## config.mk

```make
export PLATFORM = sky130hd
export DESIGN_NAME = lgge_row_rule
export DESIGN_NICKNAME = d
export VERILOG_FILES = /design/src/design/lgge_pkg.sv /design/src/design/lgge_row_rule.sv
export SDC_FILE = /design/constraint.sdc
export NUM_CORES = 1
export LEC_CHECK = 0
export BUFFER_PORTS_ARGS = -buffer_cell sky130_fd_sc_hd__clkbuf_2
export CORE_AREA = 3 3 248 250
export DETAILED_ROUTE_END_ITERATION = 10
export DIE_AREA = 0 0 251 253
export PLACE_DENSITY = 0.72
export SYNTH_ARGS = -nofsm -noshare
export SYNTH_HDL_FRONTEND = slang
export SYNTH_SLANG_ARGS = --single-unit
```

## constraint.sdc

```tcl
create_clock -name vclk -period 3.5
set_clock_uncertainty 0.2 [all_clocks]
set_input_delay 0.175 -clock vclk [all_inputs]
set_output_delay 0.175 -clock vclk [all_outputs]
set_load 0.005 [all_outputs]
```

## src/design/lgge_pkg.sv

```systemverilog
// Shared constants for the life grid generation engine: grid limits, field widths
// and command codes. No dependencies.
`default_nettype none

package lgge_pkg;

  // Grid limits.
  localparam int MAX_ROWS = 64;
  localparam int MAX_COLS = 128;

  // Address widths into the grid memory and the counts of rows/columns in use.
  localparam int ROW_AW = $clog2(MAX_ROWS);
  localparam int COL_AW = $clog2(MAX_COLS);
  localparam int NR_W   = $clog2(MAX_ROWS + 1);
  localparam int NC_W   = $clog2(MAX_COLS + 1);

  // Fixed widths of the command beat fields and the size registers.
  localparam int CMD_W      = 2;
  localparam int ROW_FW     = 6;
  localparam int COL_FW     = 7;
  localparam int ROW_CNT_W  = 7;
  localparam int COL_CNT_W  = 8;
  localparam int CFG_DATA_W = 8;

  // Stream widths, padded to whole bytes.
  localparam int IN_TDATA_W  = 16;
  localparam int OUT_TDATA_W = 8;

  // Reset values of the size registers.
  localparam logic [ROW_CNT_W-1:0] ROW_CNT_RST = 7'd64;
  localparam logic [COL_CNT_W-1:0] COL_CNT_RST = 8'd128;

  // Configuration register indexes.
  localparam logic CFG_ROW_COUNT = 1'b0;
  localparam logic CFG_COL_COUNT = 1'b1;

  // Command codes.
  localparam logic [CMD_W-1:0] CMD_TOGGLE  = 2'd0;
  localparam logic [CMD_W-1:0] CMD_SET     = 2'd1;
  localparam logic [CMD_W-1:0] CMD_ADVANCE = 2'd2;
  localparam logic [CMD_W-1:0] CMD_READ    = 2'd3;

  // Column and row qualifiers handed to the row rule.
  typedef struct packed {
    logic [MAX_COLS-1:0] col_mask;  // one where the column is in use
    logic                next_live; // the row below is in use
  } row_ctl_t;

endpackage

`default_nettype wire

```

## src/design/lgge_row_rule.sv

```systemverilog
// One row of the B3/S23 update: a lane per column counts the eight neighbors.
// Depends on lgge_pkg.
`default_nettype none

module lgge_row_rule (
  input  wire logic [lgge_pkg::MAX_COLS-1:0] prev_i,
  input  wire logic [lgge_pkg::MAX_COLS-1:0] cur_i,
  input  wire logic [lgge_pkg::MAX_COLS-1:0] next_i,
  input  wire lgge_pkg::row_ctl_t            ctl_i,
  output logic      [lgge_pkg::MAX_COLS-1:0] new_o
);

  logic [lgge_pkg::MAX_COLS+1:0] pp, cp, np;

  // Columns beyond the used area and the missing row below read as dead.
  assign pp = {1'b0, prev_i & ctl_i.col_mask, 1'b0};
  assign cp = {1'b0, cur_i & ctl_i.col_mask, 1'b0};
  assign np = ctl_i.next_live ? {1'b0, next_i & ctl_i.col_mask, 1'b0} : '0;

  always_comb begin
    logic [3:0] n;
    new_o = cur_i;
    for (int j = 0; j < lgge_pkg::MAX_COLS; j++) begin
      n = 4'(pp[j]) + 4'(pp[j+1]) + 4'(pp[j+2]) + 4'(cp[j]) + 4'(cp[j+2])
        + 4'(np[j]) + 4'(np[j+1]) + 4'(np[j+2]);
      if (ctl_i.col_mask[j]) begin
        new_o[j] = (n == 4'd3) || ((n == 4'd2) && cur_i[j]);
      end
    end
  end

endmodule

`default_nettype wire

```

## Yosys cells after proc, flatten, opt, wreduce, memory -nomap -nowiden

Index checks and enable logic that the tools add are counted.

- Bits in registers: 0
- Bits of input ports: 513
- Output and inout bits: 128
- Logic and storage cells: 1,535

- $add $sub $neg: 891
- Equal/unequal tests: 256
- Mux-type cells: 129
- Bitwise logic cells: 3
- Reduce and logical (&&, ||, !) cells: 256

Operator list:

| cell | number |
|---|---|
| 4-bit by 1-bit adder with 4-bit output | 509 |
| 4-bit by 2-bit equality test with 1-bit output, second input constant | 256 |
| 3-bit by 1-bit adder with 4-bit output | 127 |
| 128-bit AND | 3 |
| 2-bit by 1-bit adder with 3-bit output | 127 |
| 1-bit by 1-bit adder with 2-bit output | 127 |
| 129-bit two-way mux | 1 |
| 1-bit logical AND | 128 |
| 1-bit logical OR | 128 |
| 1-bit two-way mux | 128 |
| 4-bit by 1-bit adder with 4-bit output, second input constant | 1 |

## Depth between registers and ports, before layout

- Depth after elaboration: 12
- Gate-level depth with buffers: 13
- Mapped depth without buffers: 12

## Worst setup path after synthesis

Ideal clock, no wire load.

- Kind: input to output
- Start: in ctl_i[62] in the netlist's numbering
- End: out new_o[62] in the netlist's numbering
- Arrival time: 3.168 ns
- Data required time: 3.125 ns
- Path slack: -0.043 ns
- Cell stages on the path: 10
- Path buffers: 0
- Path through: and2_1 -> fa_1 -> inv_1 -> fa_1 -> inv_1 -> fa_1 -> ha_1 -> fa_1 -> or3b_1 -> a31oi_1

- Cells in the longest elaborated chain, start to end: 12
- Elaborated cells on any way between the ends: 16
- Classes of those cells: add/sub: 7; eq/ne: 2; mux: 2; bitwise: 3; reduce/logical: 2

Ends and longest elaborated chain:

| item | RTL line | text |
|---|---|---|
| from (decl) | lgge_row_rule.sv:9 | `input wire lgge_pkg::row_ctl_t ctl_i,` |
| 128-bit AND | lgge_row_rule.sv:16 | `assign pp = {1'b0, prev_i & ctl_i.col_mask, 1'b0};` |
| 1-bit by 1-bit adder with 2-bit output | lgge_row_rule.sv:24 | `n = 4'(pp[j]) + 4'(pp[j+1]) + 4'(pp[j+2]) + 4'(cp[j]) + 4'(cp[j+2])` |
| 2-bit by 1-bit adder with 3-bit output | lgge_row_rule.sv:24 |  |
| 3-bit by 1-bit adder with 4-bit output | lgge_row_rule.sv:24 |  |
| 4-bit by 1-bit adder with 4-bit output | lgge_row_rule.sv:24 |  |
| 4-bit by 1-bit adder with 4-bit output * (3 in series) | lgge_row_rule.sv:25 | `+ 4'(np[j]) + 4'(np[j+1]) + 4'(np[j+2]);` |
| 4-bit by 2-bit equality test with 1-bit output | lgge_row_rule.sv:27 | `new_o[j] = (n == 4'd3) \|\| ((n == 4'd2) && cur_i[j]);` |
| 1-bit logical AND | lgge_row_rule.sv:27 |  |
| 1-bit logical OR * | lgge_row_rule.sv:27 |  |
| 1-bit two-way mux * | lgge_row_rule.sv:26 | `if (ctl_i.col_mask[j]) begin` |
| to (decl) | lgge_row_rule.sv:10 | `output logic [lgge_pkg::MAX_COLS-1:0] new_o` |

Mark *: on every way between the ends. The rest lies on a longest branch, timed or not.

## Final worst setup path

- Start: in ctl_i[55] in the netlist's numbering
- End: out new_o[54] in the netlist's numbering

- Cells in the longest elaborated chain, start to end: 12
- Elaborated cells on any way between the ends: 15
- Classes of those cells: add/sub: 7; eq/ne: 2; mux: 2; bitwise: 2; reduce/logical: 2

Ends and longest elaborated chain:

| item | RTL line |
|---|---|
| 128-bit AND | lgge_row_rule.sv:16 |
| 1-bit by 1-bit adder with 2-bit output | lgge_row_rule.sv:24 |
| 2-bit by 1-bit adder with 3-bit output | lgge_row_rule.sv:24 |
| 3-bit by 1-bit adder with 4-bit output | lgge_row_rule.sv:24 |
| 4-bit by 1-bit adder with 4-bit output | lgge_row_rule.sv:24 |
| 4-bit by 1-bit adder with 4-bit output (3 in series) | lgge_row_rule.sv:25 |
| 4-bit by 2-bit equality test with 1-bit output | lgge_row_rule.sv:27 |
| 1-bit logical AND | lgge_row_rule.sv:27 |
| 1-bit logical OR | lgge_row_rule.sv:27 |
| 1-bit two-way mux * | lgge_row_rule.sv:26 |

Marks and branches as above.

==> out/summary.md <==
The tools report the share of power burned in registers as 0. For this design the total switching power over the nets is 3.302 mW. Clock buffers in the final layout number 0.

The slowest stage of the critical path belongs to the cell sky130_fd_sc_hd__fa_1. The setup slack of the critical path after layout is -0.4021 ns, and the area used by sequential logic in the layout is 0 um^2. The worst path in the final design needs a cycle of 3.902 ns, including I/O delays and setup.

Max-cap violations in this run came to 0. During synthesis, Yosys emitted a total of 0 warnings. The most prevalent standard cell on the critical path is sky130_fd_sc_hd__fa_1.

The count of buffers added on input and output ports is 641. The detail route stage leaves a number of antenna-violating nets equal to 0. The count of distinct cell types in the synthesized netlist came out at 23. For this design the ratio of total power to cell area is 187.7 nW/um^2. The area growth from synthesis to layout is 48.98%. The source of the critical timing path was ctl_i[55].

Routability-driven placement finished with a final weighted congestion of 0.9686. Entering global routing, the biggest net connects 23 pins. The capturing instance or port of the critical path was new_o[54]. Counting instances in the post-synthesis netlist gives the leading cell types as sky130_fd_sc_hd__inv_1, sky130_fd_sc_hd__fa_1, sky130_fd_sc_hd__ha_1.

The proportion of layout cells with a drive suffix above 1 was 0.4706. For the max-slew violation total from the final report, the log shows 0. The tools report the element type at the critical path start as an input pin.

The routed length per placed instance works out to 17.44 um. The leading area contributor after synthesis was sky130_fd_sc_hd__fa_1. STA puts the critical path data required time at 3.12 ns. The largest incremental delay on the critical path is 0.55 ns, and the area of the core region is 59240 um^2.

The row count is 89, and the global router's overall resource usage is 0.2482. For this run, the top clock speed supported by timing is 0.2563 GHz. The horizontal die dimension works out to 251 um. The library cell with the highest instance count after synthesis is sky130_fd_sc_hd__inv_1. Share of Yosys cell area claimed by the top area cell type: 0.4264. In the routed design, unresolved DRC markers number 0. The first global-routing pass estimated 127800 um of wire. Clock network fraction of design power: 0. The total wire length is 81340 um.

Setup violations remaining at the end of the flow were counted as 126. STA classifies the critical path endpoint as a primary output. The run gives 0 as the share of the yosys chip area belonging to registers. The static leakage came out at 19.92 nW. The run finished, with violations left. The logs give 23080 um^2 for the combined area of the multi-input logic cells and 1.000 for the proportion of power drawn by combinational gates. The routed via count divided by cell count is 5.045, and the post-detailed-placement cell area is 32500 um^2.

The via count of the first global-routing pass came out at 25113. Measured along the y axis, the die boundary spans 253 um. The layout has 4929 filler cells. The final layout contains 5275 nets.

The detailed router finished its first iteration with 759 violations. Synthesis produced 2534 cells. The number of antenna violations at the first check in global routing is 25, and the initial standard-cell utilization of the core is 0.4026.

The final layout contains a sequential cell count of 0. The run gives 35530 um^2 as the total non-filler cell area in the finished layout. The final critical-path share of the clock period came out at 1.115.

The worst setup path is of the in -> out kind. For the maximum resistive drop on vdd, the log shows 0.0001089 V. After synthesis, the mean cell area works out to 9.411 um^2. The highest net fanout along the worst path is 3, and the worst slew margin relative to its limit is 0.8089.

The placed wire-length estimate was 70350 um. The switching part of the total is 0.4951, and the slew of the pin with the lowest slew margin is 0.2867 ns. The final route contains 23532 vias. The number of hold-slack violations in the final timing report was 0. Counting every net in the synthesized netlist gives 3935. Setup repair after global routing could not meet its margin everywhere.

At the worst endpoint, the arrival time is 3.53 ns. Traced cell by cell, the critical path runs through clkbuf_2 -> and2_4 -> fa_1 -> inv_2 -> fa_1 -> inv_2 -> fa_1 -> ha_2 -> fa_1 -> or3b_1 -> a31oi_2 -> buf_2. During I/O placement, the number of pins put on the boundary was 641. Hold timing on the final database bottoms out at a slack of 0.4343 ns. The path class of the tightest hold or removal check is in -> out. Global route total overflow: 0. Internal power comes to 3.368 mW. The first detailed-routing pass ran for 7 iterations. After synthesis, the cell types taking the most area are sky130_fd_sc_hd__fa_1, sky130_fd_sc_hd__ha_1, sky130_fd_sc_hd__inv_1, sky130_fd_sc_hd__and2_1, sky130_fd_sc_hd__nand4b_1. The final reports fail on setup timing. The overall die area is 63500 um^2. In this run the cell area of the synthesized design comes to 23850 um^2.
-- metal layers --
layer  vias up  share of wire  global-route usage
li1      11149              -                   -
met1     11538           0.40              0.3025
met2       645           0.50              0.4460
met3       190          0.052             0.03728
met4        10          0.043             0.09100
met5         -        0.00074                   0
-- metrics by stage --
step	util	setup WS [ns]	setup TNS [ns]	std cells	power, mW
after floorplan	-	0.01528	0	2534	3.487
after global placement	0.5486	-0.4813	-38.81	4532	5.548
after detailed placement	0.5486	-0.5415	-43.58	4532	5.773
after CTS	0.5826	-0.4180	-31.26	4588	6.322
after global routing	0.5996	-0.4818	-43.53	4662	7.563
final	0.5997	-0.4021	-29.05	4664	6.670
-- worst min path at each step --
stage | from | end | slack [ns] | cells after the start
2_1_floorplan | ctl_i[1] | new_o[0] | 0.20 | 1
3_3_place_gp | ctl_i[37] | new_o[36] | 0.45 | 3
3_5_place_dp | ctl_i[42] | new_o[41] | 0.45 | 3
4_1_cts | ctl_i[39] | new_o[38] | 0.45 | 3
5_1_grt | ctl_i[39] | new_o[38] | 0.44 | 3
6_report | ctl_i[39] | new_o[38] | 0.43 | 3
-- worst max-delay path: cells and delay by family --
family / cells / cell delay, ns
AO/OA/AOI/OAI: 1 / 0.23
buffers and inverters: 4 / 0.33
AND/OR/NAND/NOR: 2 / 0.55
adder cells (fa/ha/maj): 5 / 2.22
-- power groups by stage --
| stage | Clock (mW) | Sequential (mW) | Combinational, mW |
|---|---|---|---|
| 6_report | 0.000000729 | 0 | 6.67 |
| 5_1_grt | 0.000000651 | 0 | 7.56 |
| 4_1_cts | 0 | 0 | 6.32 |
| 3_5_place_dp | 0 | 0 | 5.77 |
| 3_3_place_gp | 0 | 0 | 5.55 |
| 2_1_floorplan | 0 | 0 | 3.49 |
-- area by class of cell --
cell class,instances,share of cell area
inverters,517,0.05473
multi-input cells,2003,0.6497
well taps,773,0.02722
repair buffers,1352,0.2670
diodes,19,0.001338
-- cells in the final DEF, fill, tap and decap left out, types with 3 or more instances in the layout --
cell                        instances
sky130_fd_sc_hd__buf_4            644
sky130_fd_sc_hd__fa_1             507
sky130_fd_sc_hd__clkbuf_2         486
sky130_fd_sc_hd__inv_1            430
sky130_fd_sc_hd__ha_1             255
sky130_fd_sc_hd__and2_4           179
sky130_fd_sc_hd__a21oi_1          130
sky130_fd_sc_hd__nand4b_1         125
sky130_fd_sc_hd__a21o_1           125
sky130_fd_sc_hd__ha_2             120
sky130_fd_sc_hd__nand2_1           98
sky130_fd_sc_hd__nor2_1            95
sky130_fd_sc_hd__buf_2             94
sky130_fd_sc_hd__a31oi_1           92
sky130_fd_sc_hd__and3_1            92
sky130_fd_sc_hd__inv_2             86
sky130_fd_sc_hd__buf_6             84
sky130_fd_sc_hd__and2_1            70
sky130_fd_sc_hd__and3_4            29
sky130_fd_sc_hd__a31oi_2           25
sky130_fd_sc_hd__or3b_1            25
sky130_fd_sc_hd__diode_2           19
sky130_fd_sc_hd__buf_8             14
sky130_fd_sc_hd__clkbuf_8          13
sky130_fd_sc_hd__a31oi_4            9
sky130_fd_sc_hd__buf_12             7
sky130_fd_sc_hd__or3b_4             6
sky130_fd_sc_hd__buf_16             6
sky130_fd_sc_hd__ha_4               5
sky130_fd_sc_hd__and3_2             4
sky130_fd_sc_hd__nand3_1            3
sky130_fd_sc_hd__and2_2             3
sky130_fd_sc_hd__clkbuf_16          3
-- what timing repair did --
item,4_1_cts,5_1_grt
pin swaps,318,216
buffers inserted,52,55
gates cloned,5,2
hold buffers,0,0
gates resized for setup,568,283
endpoints found under the setup margin,126,126
-- kinds of logic after synthesis --
| logic type | Yosys count | share of synthesized area |
|---|---|---|
| adder cells (fa/ha/maj) | 888 | 0.6258 |
| buffers and inverters | 531 | 0.08520 |
| AND/OR/NAND/NOR | 733 | 0.1891 |
| AO/OA/AOI/OAI | 382 | 0.09989 |
(Power assumes the default switching activity.)
